<file path="config.mk">
export PLATFORM = sky130hd
export DESIGN_NAME = bresenham_styled_line_rasterizer_flat
export DESIGN_NICKNAME = d
export VERILOG_FILES = /design/src/hw/rtl/bsl_pkg.sv /design/src/hw/rtl/bsl_if.sv /design/src/hw/rtl/bsl_setup.sv /design/src/hw/rtl/bresenham_styled_line_rasterizer.sv /design/src/flat_wrapper.sv
export SDC_FILE = /design/constraint.sdc
export NUM_CORES = 1
export LEC_CHECK = 0
export BUFFER_PORTS_ARGS = -buffer_cell sky130_fd_sc_hd__buf_2
export CORE_MARGIN = 10
export CORE_UTILIZATION = 60
export DETAILED_ROUTE_END_ITERATION = 10
export PLACE_DENSITY_LB_ADDON = 0.1
export SKIP_CTS_REPAIR_TIMING = 1
export SLEW_MARGIN = 20
export SYNTH_ARGS = -nofsm -noshare
export SYNTH_HDL_FRONTEND = slang
export SYNTH_HIERARCHICAL = 1
export SYNTH_SLANG_ARGS = --single-unit
export TNS_END_PERCENT = 30
</file>
<file path="constraint.sdc">
create_clock -name clk -period 12.92 [get_ports clk]
set_clock_uncertainty 0.1 [all_clocks]
set_input_delay 2.584 -clock clk [delete_from_list [all_inputs] [get_ports clk]]
set_output_delay 2.584 -clock clk [all_outputs]
set_load 0.03 [all_outputs]
</file>
<file path="src/hw/rtl/bsl_pkg.sv">
// Package for the styled Bresenham line rasterizer.
// Coordinate and error widths, style and action codes, the setup record type.
// No dependencies.
`default_nettype none

package bsl_pkg;

  localparam int COORD_BITS = 11;
  localparam int ERR_BITS   = COORD_BITS + 2;
  localparam int REM_BITS   = COORD_BITS + 1;
  localparam int PAT_BITS   = 4;

  typedef logic [COORD_BITS-1:0]      coord_t;
  typedef logic signed [ERR_BITS-1:0] err_t;
  typedef logic [REM_BITS-1:0]        rem_t;
  typedef logic [PAT_BITS-1:0]        pat_t;
  typedef logic [1:0]                 style_t;

  localparam style_t STYLE_SIMPLE = 2'd0;
  localparam style_t STYLE_DOTTED = 2'd1;
  localparam style_t STYLE_DASHED = 2'd2;

  localparam logic ACT_START = 1'b0;
  localparam logic ACT_STEP  = 1'b1;

  // pattern index wraps after this value (step index mod 10)
  localparam pat_t PAT_MAX     = 4'd9;
  localparam pat_t DASH_ON_LEN = 4'd5;
  localparam pat_t DOT_A       = 4'd0;
  localparam pat_t DOT_B       = 4'd5;

  typedef struct packed {
    coord_t cur_x;
    coord_t cur_y;
    coord_t major_delta;
    coord_t minor_delta;
    err_t   error_term;
    rem_t   remaining;
    logic   dir_x_neg;
    logic   dir_y_neg;
    logic   steep;
  } line_setup_t;

endpackage

`default_nettype wire

</file>
<file path="src/hw/rtl/bsl_if.sv">
// Valid/ready channel interfaces of the line rasterizer: line items in,
// pixel items out, style register writes. Depends on bsl_pkg.
`default_nettype none

interface bsl_in_if import bsl_pkg::*; ();
  logic   valid;
  logic   ready;
  logic   action;
  coord_t start_x;
  coord_t start_y;
  coord_t end_x;
  coord_t end_y;

  modport source (output valid, action, start_x, start_y, end_x, end_y, input ready);
  modport sink   (input valid, action, start_x, start_y, end_x, end_y, output ready);
endinterface

interface bsl_out_if import bsl_pkg::*; ();
  logic   valid;
  logic   ready;
  coord_t pixel_x;
  coord_t pixel_y;
  logic   plot;
  logic   last;

  modport source (output valid, pixel_x, pixel_y, plot, last, input ready);
  modport sink   (input valid, pixel_x, pixel_y, plot, last, output ready);
endinterface

interface bsl_cfg_if import bsl_pkg::*; ();
  logic   valid;
  logic   ready;
  style_t data;

  modport source (output valid, data, input ready);
  modport sink   (input valid, data, output ready);
endinterface

`default_nettype wire

</file>
<file path="src/hw/rtl/bsl_setup.sv">
// Line setup: deltas, step directions, steep flag, error seed and position
// count for a new line. Pure combinational. Depends on bsl_pkg.
`default_nettype none

module bsl_setup import bsl_pkg::*; (
  input  coord_t      x1,
  input  coord_t      y1,
  input  coord_t      x2,
  input  coord_t      y2,
  input  style_t      style,
  output line_setup_t setup
);

  coord_t dx;
  coord_t dy;
  coord_t major;
  coord_t minor;
  logic   x_neg;
  logic   y_neg;
  logic   steep;
  logic   simple;

  always_comb begin
    x_neg  = x2 < x1;
    y_neg  = y2 < y1;
    dx     = x_neg ? x1 - x2 : x2 - x1;
    dy     = y_neg ? y1 - y2 : y2 - y1;
    steep  = dy > dx;
    major  = steep ? dy : dx;
    minor  = steep ? dx : dy;
    simple = (style != STYLE_DOTTED) && (style != STYLE_DASHED);

    setup.cur_x       = x1;
    setup.cur_y       = y1;
    setup.major_delta = major;
    setup.minor_delta = minor;
    setup.error_term  = signed'({1'b0, minor, 1'b0}) - signed'({2'b00, major});
    setup.remaining   = {1'b0, major} + {{(REM_BITS-1){1'b0}}, simple};
    setup.dir_x_neg   = x_neg;
    setup.dir_y_neg   = y_neg;
    setup.steep       = steep;
  end

endmodule

`default_nettype wire

</file>
<file path="src/hw/rtl/bresenham_styled_line_rasterizer.sv">
// Styled Bresenham line rasterizer. A start item (action 0) loads two endpoints
// and gives no pixel item; each step item (action 1) gives the next position of
// the line with plot and last flags, or nothing once the line is done. Style is
// 0 simple (every position, both endpoints), 1 dotted (every fifth), 2 dashed
// (five on, five off); 3 acts as simple. Style is to be written through cfg
// while no item is in flight; the block does not enforce this. One item is
// taken per clock while line_in.ready is high: an input register holds the
// item, the setup or one Bresenham step (an add and a compare on the error term)
// runs between it and the state and pixel registers, so a step item passes the
// input register, then the pixel register. line_in.ready drops only while pixel_out
// is stalled and both registers are full. Depends on bsl_pkg, bsl_if and bsl_setup.
`default_nettype none

module bresenham_styled_line_rasterizer import bsl_pkg::*; (
  input  wire logic clk,
  input  wire logic rst,
  bsl_in_if.sink    line_in,
  bsl_out_if.source pixel_out,
  bsl_cfg_if.sink   cfg
);

  // style register
  style_t line_style;

  assign cfg.ready = 1'b1;

  always_ff @(posedge clk) begin
    if (rst) begin
      line_style <= STYLE_SIMPLE;
    end else if (cfg.valid && cfg.ready) begin
      line_style <= cfg.data;
    end
  end

  // input register
  logic   s1_valid;
  logic   s1_action;
  coord_t s1_x1, s1_y1, s1_x2, s1_y2;
  logic   out_free;
  logic   s1_take;

  assign out_free      = !pixel_out.valid || pixel_out.ready;
  assign s1_take       = s1_valid && out_free;
  assign line_in.ready = !s1_valid || out_free;

  always_ff @(posedge clk) begin
    if (rst) begin
      s1_valid <= 1'b0;
    end else if (line_in.valid && line_in.ready) begin
      s1_valid <= 1'b1;
    end else if (s1_take) begin
      s1_valid <= 1'b0;
    end
  end

  always_ff @(posedge clk) begin
    if (line_in.valid && line_in.ready) begin
      s1_action <= line_in.action;
      s1_x1     <= line_in.start_x;
      s1_y1     <= line_in.start_y;
      s1_x2     <= line_in.end_x;
      s1_y2     <= line_in.end_y;
    end
  end

  line_setup_t setup;

  bsl_setup u_setup (
    .x1    (s1_x1),
    .y1    (s1_y1),
    .x2    (s1_x2),
    .y2    (s1_y2),
    .style (line_style),
    .setup (setup)
  );

  // line state
  coord_t cur_x, cur_y, major_delta, minor_delta;
  err_t   error_term;
  rem_t   remaining;
  pat_t   pattern_index;
  logic   dir_x_neg, dir_y_neg, steep, active;

  coord_t cur_x_next, cur_y_next;
  err_t   error_term_next;
  rem_t   remaining_next;
  pat_t   pattern_index_next;
  logic   plot_next, last_next;
  logic   minor_step;
  logic   do_start, do_step;
  err_t   err_sum;

  assign do_start = s1_take && (s1_action == ACT_START);
  assign do_step  = s1_take && (s1_action == ACT_STEP) && active;

  always_comb begin
    pattern_index_next = (pattern_index >= PAT_MAX) ? '0 : pattern_index + pat_t'(1);
    case (line_style)
      STYLE_DOTTED: plot_next = (pattern_index_next == DOT_A) ||
                                (pattern_index_next == DOT_B);
      STYLE_DASHED: plot_next = pattern_index_next < DASH_ON_LEN;
      default:      plot_next = 1'b1;
    endcase
    last_next = remaining == rem_t'(1);

    minor_step = !error_term[ERR_BITS-1];
    err_sum    = error_term + signed'({1'b0, minor_delta, 1'b0});
    error_term_next = minor_step ? err_sum - signed'({1'b0, major_delta, 1'b0}) : err_sum;

    cur_x_next = cur_x;
    cur_y_next = cur_y;
    if (steep || minor_step) begin
      cur_y_next = dir_y_neg ? cur_y - coord_t'(1) : cur_y + coord_t'(1);
    end
    if (!steep || minor_step) begin
      cur_x_next = dir_x_neg ? cur_x - coord_t'(1) : cur_x + coord_t'(1);
    end
    remaining_next = remaining - rem_t'(1);
  end

  always_ff @(posedge clk) begin
    if (rst) begin
      cur_x         <= '0;
      cur_y         <= '0;
      major_delta   <= '0;
      minor_delta   <= '0;
      error_term    <= '0;
      remaining     <= '0;
      pattern_index <= '0;
      dir_x_neg     <= 1'b0;
      dir_y_neg     <= 1'b0;
      steep         <= 1'b0;
      active        <= 1'b0;
    end else if (do_start) begin
      cur_x         <= setup.cur_x;
      cur_y         <= setup.cur_y;
      major_delta   <= setup.major_delta;
      minor_delta   <= setup.minor_delta;
      error_term    <= setup.error_term;
      remaining     <= setup.remaining;
      pattern_index <= '0;
      dir_x_neg     <= setup.dir_x_neg;
      dir_y_neg     <= setup.dir_y_neg;
      steep         <= setup.steep;
      active        <= setup.remaining != '0;
    end else if (do_step) begin
      cur_x         <= cur_x_next;
      cur_y         <= cur_y_next;
      error_term    <= error_term_next;
      remaining     <= remaining_next;
      pattern_index <= pattern_index_next;
      active        <= remaining_next != '0;
    end
  end

  // pixel register
  always_ff @(posedge clk) begin
    if (rst) begin
      pixel_out.valid <= 1'b0;
    end else if (do_step) begin
      pixel_out.valid <= 1'b1;
    end else if (pixel_out.ready) begin
      pixel_out.valid <= 1'b0;
    end
  end

  always_ff @(posedge clk) begin
    if (do_step) begin
      pixel_out.pixel_x <= cur_x;
      pixel_out.pixel_y <= cur_y;
      pixel_out.plot    <= plot_next;
      pixel_out.last    <= last_next;
    end
  end

  // checks
  a_active_count: assert property (@(posedge clk) disable iff (rst)
    active |-> remaining != '0)
    else $error("active line with no positions left");

  a_pat_range: assert property (@(posedge clk) disable iff (rst)
    pattern_index <= PAT_MAX)
    else $error("pattern index out of range");

  a_last_ends: assert property (@(posedge clk) disable iff (rst)
    do_step && last_next |=> !active)
    else $error("line still active after last position");

  a_ready_empty: assert property (@(posedge clk) disable iff (rst)
    !s1_valid |-> line_in.ready)
    else $error("input stalled with empty input register");

endmodule

`default_nettype wire

</file>
<file path="src/flat_wrapper.sv">
// flat-port wrapper written by rule: the top's interface ports become plain ports
module bresenham_styled_line_rasterizer_flat import bsl_pkg::*;
  (clk, rst, line_in_valid, line_in_action, line_in_start_x, line_in_start_y, line_in_end_x, line_in_end_y, line_in_ready, pixel_out_valid, pixel_out_pixel_x, pixel_out_pixel_y, pixel_out_plot, pixel_out_last, pixel_out_ready, cfg_valid, cfg_data, cfg_ready);
  bsl_in_if line_in_i ();
  bsl_out_if pixel_out_i ();
  bsl_cfg_if cfg_i ();
  input  wire logic clk;
  input  wire logic rst;
  input wire logic [$bits(line_in_i.valid)-1:0] line_in_valid;
  input wire logic [$bits(line_in_i.action)-1:0] line_in_action;
  input wire logic [$bits(line_in_i.start_x)-1:0] line_in_start_x;
  input wire logic [$bits(line_in_i.start_y)-1:0] line_in_start_y;
  input wire logic [$bits(line_in_i.end_x)-1:0] line_in_end_x;
  input wire logic [$bits(line_in_i.end_y)-1:0] line_in_end_y;
  output wire logic [$bits(line_in_i.ready)-1:0] line_in_ready;
  output wire logic [$bits(pixel_out_i.valid)-1:0] pixel_out_valid;
  output wire logic [$bits(pixel_out_i.pixel_x)-1:0] pixel_out_pixel_x;
  output wire logic [$bits(pixel_out_i.pixel_y)-1:0] pixel_out_pixel_y;
  output wire logic [$bits(pixel_out_i.plot)-1:0] pixel_out_plot;
  output wire logic [$bits(pixel_out_i.last)-1:0] pixel_out_last;
  input wire logic [$bits(pixel_out_i.ready)-1:0] pixel_out_ready;
  input wire logic [$bits(cfg_i.valid)-1:0] cfg_valid;
  input wire logic [$bits(cfg_i.data)-1:0] cfg_data;
  output wire logic [$bits(cfg_i.ready)-1:0] cfg_ready;
  assign line_in_i.valid = line_in_valid;
  assign line_in_i.action = line_in_action;
  assign line_in_i.start_x = line_in_start_x;
  assign line_in_i.start_y = line_in_start_y;
  assign line_in_i.end_x = line_in_end_x;
  assign line_in_i.end_y = line_in_end_y;
  assign line_in_ready = line_in_i.ready;
  assign pixel_out_valid = pixel_out_i.valid;
  assign pixel_out_pixel_x = pixel_out_i.pixel_x;
  assign pixel_out_pixel_y = pixel_out_i.pixel_y;
  assign pixel_out_plot = pixel_out_i.plot;
  assign pixel_out_last = pixel_out_i.last;
  assign pixel_out_i.ready = pixel_out_ready;
  assign cfg_i.valid = cfg_valid;
  assign cfg_i.data = cfg_data;
  assign cfg_ready = cfg_i.ready;
  bresenham_styled_line_rasterizer u_core (.clk(clk), .rst(rst), .line_in(line_in_i), .pixel_out(pixel_out_i), .cfg(cfg_i));
endmodule
</file>
Word level (Yosys, flattened, before mapping)

Cells that the tools add are included.

Register bits after elaboration: 150
Latch bits: 0
Bits in writable memories: 0
Bits in read-only memories: 0
Input port bits: 52
Logic and storage cells: 100
Memories kept: 0

Add/sub/neg operators: 14
Multipliers: 0
Div/mod/pow operators: 0
$lt $le $gt $ge: 5
Equal/unequal tests: 6
Shifts and indexed selects: 0
Mux-type cells: 25
Bitwise operators: 1
Reductions and logical operators: 26

Operators by type and width:

| cell                                                                   | number |
|---|---|
| 11-bit two-way mux                                                     | 12 |
| 11-bit subtractor                                                      | 4 |
| 13-bit two-way mux                                                     | 3 |
| 12-bit two-way mux                                                     | 2 |
| 12-bit nonzero test                                                    | 2 |
| 11-bit by 1-bit adder with 11-bit output, second input constant        | 2 |
| 11-bit less-than comparator                                            | 2 |
| 11-bit by 1-bit subtractor with 11-bit output, second input constant   | 2 |
| 13-bit adder                                                           | 1 |
| 12-bit by 11-bit subtractor with 13-bit output                         | 1 |
| 13-bit subtractor                                                      | 1 |
| 11-bit by 1-bit adder with 12-bit output                               | 1 |
| 12-bit by 1-bit equality test with 1-bit output, second input constant | 1 |
| 12-bit by 1-bit subtractor with 12-bit output, second input constant   | 1 |
| 11-bit > comparator                                                    | 1 |
| 2-bit nonzero test                                                     | 5 |
| 1-bit logical AND                                                      | 6 |
| 1-bit two-way mux                                                      | 6 |
| 1-bit logical OR                                                       | 5 |
| 4-bit by 1-bit adder with 4-bit output, second input constant          | 1 |
| 4-bit by 3-bit equality test with 1-bit output, second input constant  | 1 |
| 4-bit >= comparator, second input constant                             | 1 |
| 1-bit logical NOT                                                      | 4 |
| 4-bit logical NOT                                                      | 1 |
| other kinds (10)                                                       | 11 |

Logic depth before layout (Yosys ltp)

Gate-level depths: netlist (run 1).

Depth in word-level cells: 7
Gate-level depth with buffers: 36
Gate-level depth less buffers: 33

By module

Netlist (run 1), hierarchy kept.

By module, submodules not included:

| module                           | instances | cells each | area an instance (um^2) | seq. area each (um^2) |
|---|---|---|---|---|
| bresenham_styled_line_rasterizer | 1         | 812        | 7770.0                  | 3673.5 |
| bsl_setup                        | 1         | 509        | 3698.5                  | 0.0 |

Worst setup path before layout (run 1)

OpenSTA, ideal clock, no wires.

Path kind: register to register
Start point: reg u_core.s1_y1[0]
End point: reg u_core.error_term[12]
Setup time: 0.132 ns
Arrival time: 6.420 ns
Data required time: 12.688 ns
Path slack: 6.268 ns
Stages on the path, launching flop included: 36
Path buffers: 3
Cells stage by stage: edfxtp_1 inv_1 ha_1 inv_1 fa_1 a21o_1 a221oi_1 o21bai_1 a2111o_1 a32oi_1 o21ai_1 xnor2_2 inv_1 ha_1 nand4_1 a211oi_1 a211oi_2 nand2b_1 buf_4 inv_2 buf_2 buf_1 a21oi_1 ha_1 nor2b_1 o21ai_0 a21boi_0 o21ai_0 nand2b_1 a31oi_1 o21bai_1 a21o_1 a211oi_1 a21oi_1 o32ai_1 or3b_2

RTL lines:

| item                   | RTL line                                | RTL |
|---|---|---|
| start, declared        | bresenham_styled_line_rasterizer.sv:38  | `coord_t s1_x1, s1_y1, s1_x2, s1_y2;` |
| start signal, assigned | bresenham_styled_line_rasterizer.sv:60  | `s1_y1 <= line_in.start_y;` |
| end signal, assigned   | bresenham_styled_line_rasterizer.sv:139 | `error_term <= setup.error_term;` |
| end signal, assigned   | bresenham_styled_line_rasterizer.sv:149 | `error_term <= error_term_next;` |
| end, declared          | bresenham_styled_line_rasterizer.sv:79  | `err_t error_term;` |

==> results.json, run 1 <==
{
  "status": "finished, final reports clean",
  "maxCapViolations": 0,
  "drt_first_pass_iters": 5,
  "grt_use_total_pct": 23.7,
  "insertion_delay_ps": 430,
  "syn_avg_cell_area_sq_um": 8.68,
  "row_count": 50,
  "synth_top_cell_by_area": "edfxtp_1",
  "crit_family": "compound AO/OA/AOI/OAI gates",
  "synth_warnings": 6,
  "slew_violations": 0,
  "setup_tns_ps": 0,
  "vias": 9696,
  "cpPeakStageDelay_ps": 640,
  "antenna_found_initial": 1,
  "ys.flop_type": "dfxtp_1",
  "placedInstanceArea_sq_um": 11700,
  "fmax_mhz": 127,
  "fin_crit_sh_pct": 60.9,
  "utilization_pct": 65.8,
  "switchingPower_mw": 0.899,
  "switching_share_pct": 41.2,
  "grt_pass1_wl_mm": 47.2,
  "instances_no_fill": 1590,
  "first_global_vias": 9189,
  "dpl.hpwl_mm": 22.4,
  "routedWlPerCell_microns": 18.7,
  "cp_data_arrival_time_ps": 8060,
  "worstPathRequired_ps": 13120,
  "start_util_pct": 61.1,
  "endpoint_kind": "flip-flop",
  "die_y_microns": 158,
  "power_mw": 2.19,
  "comb_power_share_pct": 50.8,
  "start_kind": "flip-flop",
  "reg2reg_depth": 32,
  "insertedDiodeCount": 0,
  "reg2reg_slack_ps": 5060,
  "irDropWorstVdd_mv": 0.133,
  "io_pins": 79,
  "clkSlewWorstSetupHoldPaths_ps": 60,
  "p_int_mw": 1.29,
  "synthesis.area_sq_um": 11500,
  "area_growth_pct": 7.60,
  "final_common_cell": "nand2_1",
  "power.leakage_nw": 5.18,
  "clock-sinks": 149,
  "ys_types": 102,
  "cts_max_level": 4,
  "rsz0062_at_grt": "false",
  "syn_inst": 1321,
  "placed_cells": 1558,
  "port_buffers": 77,
  "layout.nets": 1517,
  "setup_slack_ps": 5060,
  "clockBufferDepth": 2,
  "yosysSeqAreaShare_pct": 32.0,
  "period_needed_ps": 7860,
  "grt_max_degree": 78,
  "tritoncts": "yes",
  "power_frac_seq_pct": 25.9,
  "slowest_stage": "nand2b_1",
  "drc_errors": 0,
  "viasPerCell": 6.10,
  "worst-slew-pin-transition_ps": 1010,
  "drtAntennaViolNets": 0,
  "min_to": "u_core/major_delta[8]$_SDFFE_PP0P_",
  "grt_remaining_overflow": 0,
  "ys_top_cells_by_area": "edfxtp_1 (18%), dfxtp_1 (14%), ha_1 (12%), a21oi_1 (5.0%), nand2_1 (4.0%)",
  "preCtsSetupSlack_ps": 5230,
  "ys_ff_latch": 149,
  "maxSlewHeadroom_pct": 32.6,
  "async_flop_share_pct": 0,
  "critPathBufInv": 4,
  "cts_buffers": 17,
  "min_path_cells": 2,
  "critPathKind": "reg -> reg",
  "die_area_sq_um": 25000,
  "syn_nets": 1495,
  "hold_path_class": "reg -> reg",
  "finalSetupViolations": 0,
  "rr_endpoint": "u_core/error_term[12]$_SDFFE_PP0P_",
  "synth-edff-count": 69,
  "crit_path_max_fanout": 22,
  "yosys.area.top_type_share_pct": 18.1,
  "fin_area_sq_um": 12300,
  "holdWs_ps": 357,
  "powerDensity_nw_per_um2": 177,
  "drtIter0Drc": 766,
  "r2r_start": "u_core/s1_y1[0]$_DFFE_PP_",
  "hold_start": "u_core/major_delta[8]$_SDFFE_PP0P_",
  "die_x_microns": 158,
  "gp_congestion": 0.963,
  "layout_common_cells": "nand2_1 (122), inv_1 (117), a21oi_1 (114), ha_1 (113), nor2_1 (87)",
  "hold_viol": 0,
  "coreArea_sq_um": 18800,
  "clockPowerShare_pct": 23.4,
  "drive_above_1_share_pct": 11.6,
  "ctsRootBufferMaster": "clkbuf_16",
  "drt-total-wl_mm": 29.7
}
synthesized netlist by cell type, drive strengths merged, types with 9 or more instances:
| cell type | instances |
|---|---|
| nand2 | 125 |
| inv | 119 |
| a21oi | 114 |
| ha | 113 |
| nor2 | 88 |
| dfxtp | 80 |
| edfxtp | 69 |
| o21ai | 65 |
| buf | 56 |
| nor3 | 42 |
| xnor2 | 40 |
| nand3 | 28 |
| a21o | 25 |
| clkbuf | 23 |
| a211oi | 22 |
| mux2i | 20 |
| nor2b | 20 |
| xor2 | 18 |
| o211ai | 16 |
| a31oi | 13 |
| nor4 | 13 |
| o21bai | 13 |
| a221oi | 12 |
| nand2b | 12 |
| o21a | 11 |
| nand4 | 10 |
| and3 | 9 |
| fa | 9 |
worst reg2reg max path, delay by kind of cell (launching register included):
family	cells	cell delay, ps
AOI/OAI and AO/OA	18	3280
buffers and inverters	4	590
xor gates and xnor gates	1	210
muxes	1	350
adders and majority gates	4	1420
and+or+nand+nor	4	1360
DFF	1	430
power by group through the flow:
| stage | logic [mW] | clock network [mW] | registers (mW) |
|---|---|---|---|
| after floorplan | 0.870 | 0 | 0.561 |
| final | 1.11 | 0.511 | 0.565 |
| after global routing | 1.22 | 0.538 | 0.570 |
| after global placement | 1.08 | 0 | 0.573 |
| after detailed placement | 1.08 | 0 | 0.574 |
| after CTS | 1.09 | 0.516 | 0.564 |
registers in the layout, indices dropped and copies added, names as in the netlist:
| register | count |
|---|---|
| u_core/dir_x_neg | 1 |
| u_core/pixel_out.pixel_y | 11 |
| u_core/remaining | 12 |
| u_core/steep | 1 |
| u_core/major_delta | 11 |
| u_core/pixel_out.plot | 1 |
| u_core/s1_x2 | 11 |
| u_core/s1_valid | 1 |
| u_core/dir_y_neg | 1 |
| u_core/pattern_index | 4 |
| u_core/pixel_out.last | 1 |
| u_core/minor_delta | 11 |
| u_core/s1_action | 1 |
| u_core/error_term | 12 |
| u_core/active | 1 |
| u_core/s1_x1 | 11 |
| u_core/pixel_out.valid | 1 |
| u_core/cur_x | 11 |
| u_core/s1_y2 | 11 |
| u_core/pixel_out.pixel_x | 11 |
| u_core/cur_y | 11 |
| u_core/line_style | 2 |
| u_core/s1_y1 | 11 |
cell families (layout without fill, tap and decap cells):
group                    count (synthesis)  after routing  synth area share [%]
buffers and inverters                  200            235                  7.93
multiplexers                            24             24                  2.27
flip-flops                             149            149                  32.0
other                                    1              1                0.0327
adder cells (fa/ha/maj)                122            122                  13.9
XOR/XNOR                                58             58                  4.49
AO/OA/AOI/OAI                          374            374                  22.3
AND/OR/NAND/NOR                        393            393                  17.0
how the worst max path moves through the flow:
stage | from | to | slack [ps] | cells after the start
floorplan | u_core/s1_y1[0]$_DFFE_PP_ | u_core/error_term[12]$_SDFFE_PP0P_ | 6270 | 35
global placement | u_core/s1_y1[0]$_DFFE_PP_ | u_core/error_term[12]$_SDFFE_PP0P_ | 5380 | 32
detailed placement | u_core/s1_y1[0]$_DFFE_PP_ | u_core/error_term[12]$_SDFFE_PP0P_ | 5230 | 31
CTS | u_core/s1_y1[0]$_DFFE_PP_ | u_core/error_term[12]$_SDFFE_PP0P_ | 5140 | 32
global route | u_core/s1_y1[0]$_DFFE_PP_ | u_core/error_term[12]$_SDFFE_PP0P_ | 4300 | 32
finish | u_core/s1_y1[0]$_DFFE_PP_ | u_core/error_term[12]$_SDFFE_PP0P_ | 5060 | 32
cell type report:
type                            count  area, sq um
Timing Repair Buffer               82          423
Sequential cell                   149         3670
Tap cell                          234          293
Multi-Input combinational cell    972         6900
Fill cell                        1549         6430
Clock inverter                     10          144
Inverter                          121          455
Clock buffer                       22          454
per-layer routing:
layer	up-vias	routed length, microns	track usage (%)	share of wire (%)
li1	4798	-	-	-
met1	4554	13400	31.1	45
met2	303	13500	37.5	45
met3	39	2010	5.72	6.8
met4	2	760	8.07	2.6
met5	-	13	0	0.044
(Power assumes the default switching activity.)
==> run 2: changes to the inputs <==
Settings changed: CORE_UTILIZATION 60 to 56.
Clock period 12.92 ns to 6.6 ns, I/O delays scaled along.
==> results.json, run 2 (same netlist as run 1, synthesis figures left out) <==
{
  "viasPerCell": 5.94,
  "final_common_cell": "nand2_1",
  "crit_family": "compound AO/OA/AOI/OAI gates",
  "start_util_pct": 56.9,
  "grt_max_degree": 78,
  "cp_data_arrival_time_ps": 6580,
  "hold_path_class": "reg -> reg",
  "power_mw": 4.58,
  "drtAntennaViolNets": 0,
  "worstSetupPathDepth": 33,
  "drt-total-wl_mm": 30.2,
  "preCtsSetupSlack_ps": -68.7,
  "vias": 9961,
  "critPathBufInv": 5,
  "coreArea_sq_um": 20200,
  "gp_congestion": 0.962,
  "dpl.hpwl_mm": 22.8,
  "fin_crit_sh_pct": 96.4,
  "io_pins": 79,
  "ctsRootBufferMaster": "clkbuf_16",
  "drtIter0Drc": 707,
  "worst-slew-pin-transition_ps": 978,
  "powerDensity_nw_per_um2": 355,
  "worstPathRequired_ps": 6820,
  "finalSetupViolations": 0,
  "endpoint_kind": "flip-flop",
  "grt_remaining_overflow": 0,
  "grt_use_total_pct": 22.5,
  "setup_slack_ps": 237,
  "layout.nets": 1567,
  "power.leakage_nw": 5.43,
  "drc_errors": 0,
  "die_x_microns": 163,
  "fillers": 1759,
  "layout_common_cells": "nand2_1 (122), inv_1 (113), a21oi_1 (110), ha_1 (108), nor2_1 (86)",
  "period_needed_ps": 6360,
  "reg_top3": "u_core/error_term x12, u_core/remaining x12",
  "tritoncts": "yes",
  "die_y_microns": 163,
  "crit_path_max_fanout": 5,
  "port_buffers": 77,
  "clkSlewWorstSetupHoldPaths_ps": 70,
  "hold_viol": 0,
  "reg2reg_depth": 33,
  "cts_buffers": 17,
  "maxSlewHeadroom_pct": 34.8,
  "clockBufferDepth": 2,
  "cts_max_level": 4,
  "fmax_mhz": 157,
  "clock-sinks": 149,
  "grt_pass1_wl_mm": 48.4,
  "first_global_vias": 9412,
  "insertion_delay_ps": 440,
  "cpPeakStageDelay_ps": 400,
  "die_area_sq_um": 26600,
  "start_kind": "flip-flop",
  "slowest_stage": "or3_4",
  "area_growth_pct": 12.6,
  "critPathKind": "reg -> reg",
  "seq_area_sq_um": 3670,
  "row_count": 52,
  "irDropWorstVdd_mv": 0.263,
  "antenna_found_initial": 2,
  "min_path_cells": 2,
  "slew_violations": 0,
  "maxCapViolations": 0,
  "drt_first_pass_iters": 6,
  "status": "finished, final reports clean",
  "holdWs_ps": 357,
  "routedWlPerCell_microns": 18.0,
  "multi_input_area_sq_um": 7080,
  "drive_above_1_share_pct": 17.3
}
-- run 2: tightest hold or removal path, delay by kind of cell (launching register included) --
kind               cells  cell delay (ps)
AOI/OAI and AO/OA      1               50
DFF                    1              310
and+or+nand+nor        1               50
-- run 2: per-layer routing --
layer	track usage, %	vias up	routed length, microns
met1	30.3	4669	13600
met3	5.13	54	2300
met5	0	-	13
li1	-	4894	-
met2	34.4	342	13500
met4	9.10	2	830
-- run 2: through the flow --
stage / TNS (ps) / cell area (sq um) / util, % / std cells
detailed placement: -68.7 / 12100 / 59.9 / 1634
floorplan: 0 / 11500 / - / 1321
CTS: -161 / 12600 / 62.7 / 1666
global route: -292 / 12900 / 64.0 / 1676
global placement: 0 / 12100 / 59.9 / 1634
finish: 0 / 12900 / 64.1 / 1677
-- run 2: path summary, 6_finish.rpt --
path                                                         from                                  to  slack [ps]
worst max-delay path                    u_core/s1_y1[0]$_DFFE_PP_  u_core/error_term[12]$_SDFFE_PP0P_         240
worst min-delay path            u_core/error_term[3]$_SDFFE_PP0P_   u_core/error_term[3]$_SDFFE_PP0P_         360
worst max register to register          u_core/s1_y1[0]$_DFFE_PP_  u_core/error_term[12]$_SDFFE_PP0P_         240
worst min register to register  u_core/error_term[3]$_SDFFE_PP0P_   u_core/error_term[3]$_SDFFE_PP0P_         360
-- run 2: layout make-up --
type / count / area share, %
flip-flops and latches: 149 / 28.4
clock inverters: 14 / 0.939
well taps: 270 / 2.62
diodes: 1 / 0.0194
repair buffers: 132 / 6.31
multi-input cells: 972 / 54.8
inverters: 121 / 3.54
clock buffers: 18 / 3.32
-- run 2: report_power, final --
group	internal (mW)	switching [mW]	total, mW
registers	1.04	0.0632	1.10
logic	1.13	1.43	2.55
clock network	0.520	0.408	0.929
total	2.68	1.90	4.58
==> run 3: changes to the inputs <==
Settings changed: BUFFER_PORTS_ARGS -buffer_cell sky130_fd_sc_hd__buf_2 to default, CORE_UTILIZATION 56 to 59, DONT_BUFFER_PORTS from default to 1.
==> results.json, run 3 (same netlist as run 1, synthesis figures left out) <==
{
  "routedWlPerCell_microns": 19.4,
  "hold_path_class": "reg -> reg",
  "tritoncts": "yes",
  "viasPerCell": 6.13,
  "use_met1_pct": 31.0,
  "r2r_start": "u_core/s1_y1[0]$_DFFE_PP_",
  "drive_above_1_share_pct": 12.5,
  "fillers": 1615,
  "hold_viol": 0,
  "clkSlewWorstSetupHoldPaths_ps": 60,
  "drc_errors": 0,
  "layout_common_cells": "nand2_1 (122), inv_1 (112), a21oi_1 (110), ha_1 (106), nor2_1 (86)",
  "slew_violations": 0,
  "multi_input_area_sq_um": 7100,
  "irDropWorstVdd_mv": 0.285,
  "drtAntennaViolNets": 0,
  "grt_remaining_overflow": 0,
  "worst-slew-pin-transition_ps": 1010,
  "drtIter0Drc": 787,
  "start_util_pct": 60.7,
  "drt_first_pass_iters": 5,
  "row_count": 50,
  "io_pins": 79,
  "clockBufferDepth": 2,
  "preCtsSetupSlack_ps": -79.3,
  "drt-total-wl_mm": 30.8,
  "period_needed_ps": 6350,
  "grt_use_total_pct": 23.4,
  "setup_slack_ps": 249,
  "endpoint_kind": "flip-flop",
  "maxCapViolations": 0,
  "grt_max_degree": 78,
  "die_x_microns": 159,
  "critPathKind": "reg -> reg",
  "coreArea_sq_um": 18900,
  "instances_no_fill": 1589,
  "slowest_stage": "o21ai_0",
  "cp_data_arrival_time_ps": 6580,
  "reg_top3": "u_core/error_term x12, u_core/remaining x12",
  "grt_use_met2_pct": 36.4,
  "area_growth_pct": 9.26,
  "ctsRootBufferMaster": "clkbuf_16",
  "antenna_found_initial": 3,
  "gp_congestion": 0.948,
  "fin_area_sq_um": 12500,
  "powerDensity_nw_per_um2": 368,
  "grt.busiest_layer": "met2",
  "layout.nets": 1488,
  "power_mw": 4.61,
  "use_met3_pct": 6.48,
  "setup_tns_ps": 0,
  "first_global_vias": 9130,
  "maxSlewHeadroom_pct": 32.4,
  "cts_buffers": 17,
  "clock-sinks": 149,
  "finalSetupViolations": 0,
  "crit_path_max_fanout": 5,
  "power.leakage_nw": 5.13,
  "start_kind": "flip-flop",
  "placedInstanceArea_sq_um": 11700,
  "die_y_microns": 159,
  "insertion_delay_ps": 440,
  "final_common_cell": "nand2_1",
  "worstPathRequired_ps": 6830,
  "seq_area_sq_um": 3670,
  "crit_start": "u_core/s1_y1[0]$_DFFE_PP_",
  "placed_cells": 1543,
  "vias": 9746,
  "die_area_sq_um": 25400,
  "status": "finished, final reports clean",
  "dpl.hpwl_mm": 23.0,
  "cts_max_level": 4,
  "port_buffers": 0,
  "cpPeakStageDelay_ps": 430,
  "grt_pass1_wl_mm": 48.9,
  "fmax_mhz": 157,
  "fin_crit_sh_pct": 96.2,
  "hold_start": "u_core/major_delta[10]$_SDFFE_PP0P_"
}
-- run 3: worst paths after layout --
kind                                         endpoint  slack, ps  cells after the start
hold reg to reg   u_core/major_delta[10]$_SDFFE_PP0P_        350                      2
hold / removal    u_core/major_delta[10]$_SDFFE_PP0P_        350                      2
setup reg to reg   u_core/error_term[10]$_SDFFE_PP0P_        250                     31
setup / recovery   u_core/error_term[10]$_SDFFE_PP0P_        250                     31
-- run 3: routing by layer --
metal / vias up / wire (microns)
met3: 60 / 2250
met1: 4600 / 14000
li1: 4745 / -
met4: 2 / 750
met5: - / 13
met2: 339 / 13800
-- run 3: area by class of cell --
cell class              count  share of cell area, %
inverters                 121                   3.65
repair buffers             53                   3.21
flip-flops and latches    149                   29.3
diodes                      2                 0.0399
well taps                 260                   2.60
clock inverters             9                  0.719
multi-input cells         972                   56.6
clock buffers              23                   3.83
-- run 3: per-stage QoR --
stage / utilization (%) / hold WS, ps
global route: 66.3 / 373
floorplan: - / 329
global placement: 61.7 / 338
CTS: 64.7 / 349
finish: 66.3 / 351
detailed placement: 61.7 / 341
-- run 3: worst max-delay path, delay by kind of cell, from the launching register on --
kind	cells	cell delay [ps]
and+or+nand+nor	3	460
xor gates and xnor gates	2	320
adders and majority gates	4	1190
buffers and inverters	5	450
DFF	1	400
AOI/OAI and AO/OA	17	3320
-- run 3: power by group --
group	leakage [nW]	total, mW	internal [mW]	switching [mW]
logic	3.56	2.55	1.12	1.42
registers	1.30	1.11	1.04	0.0679
clock network	0.273	0.959	0.556	0.402
total	5.13	4.61	2.72	1.89
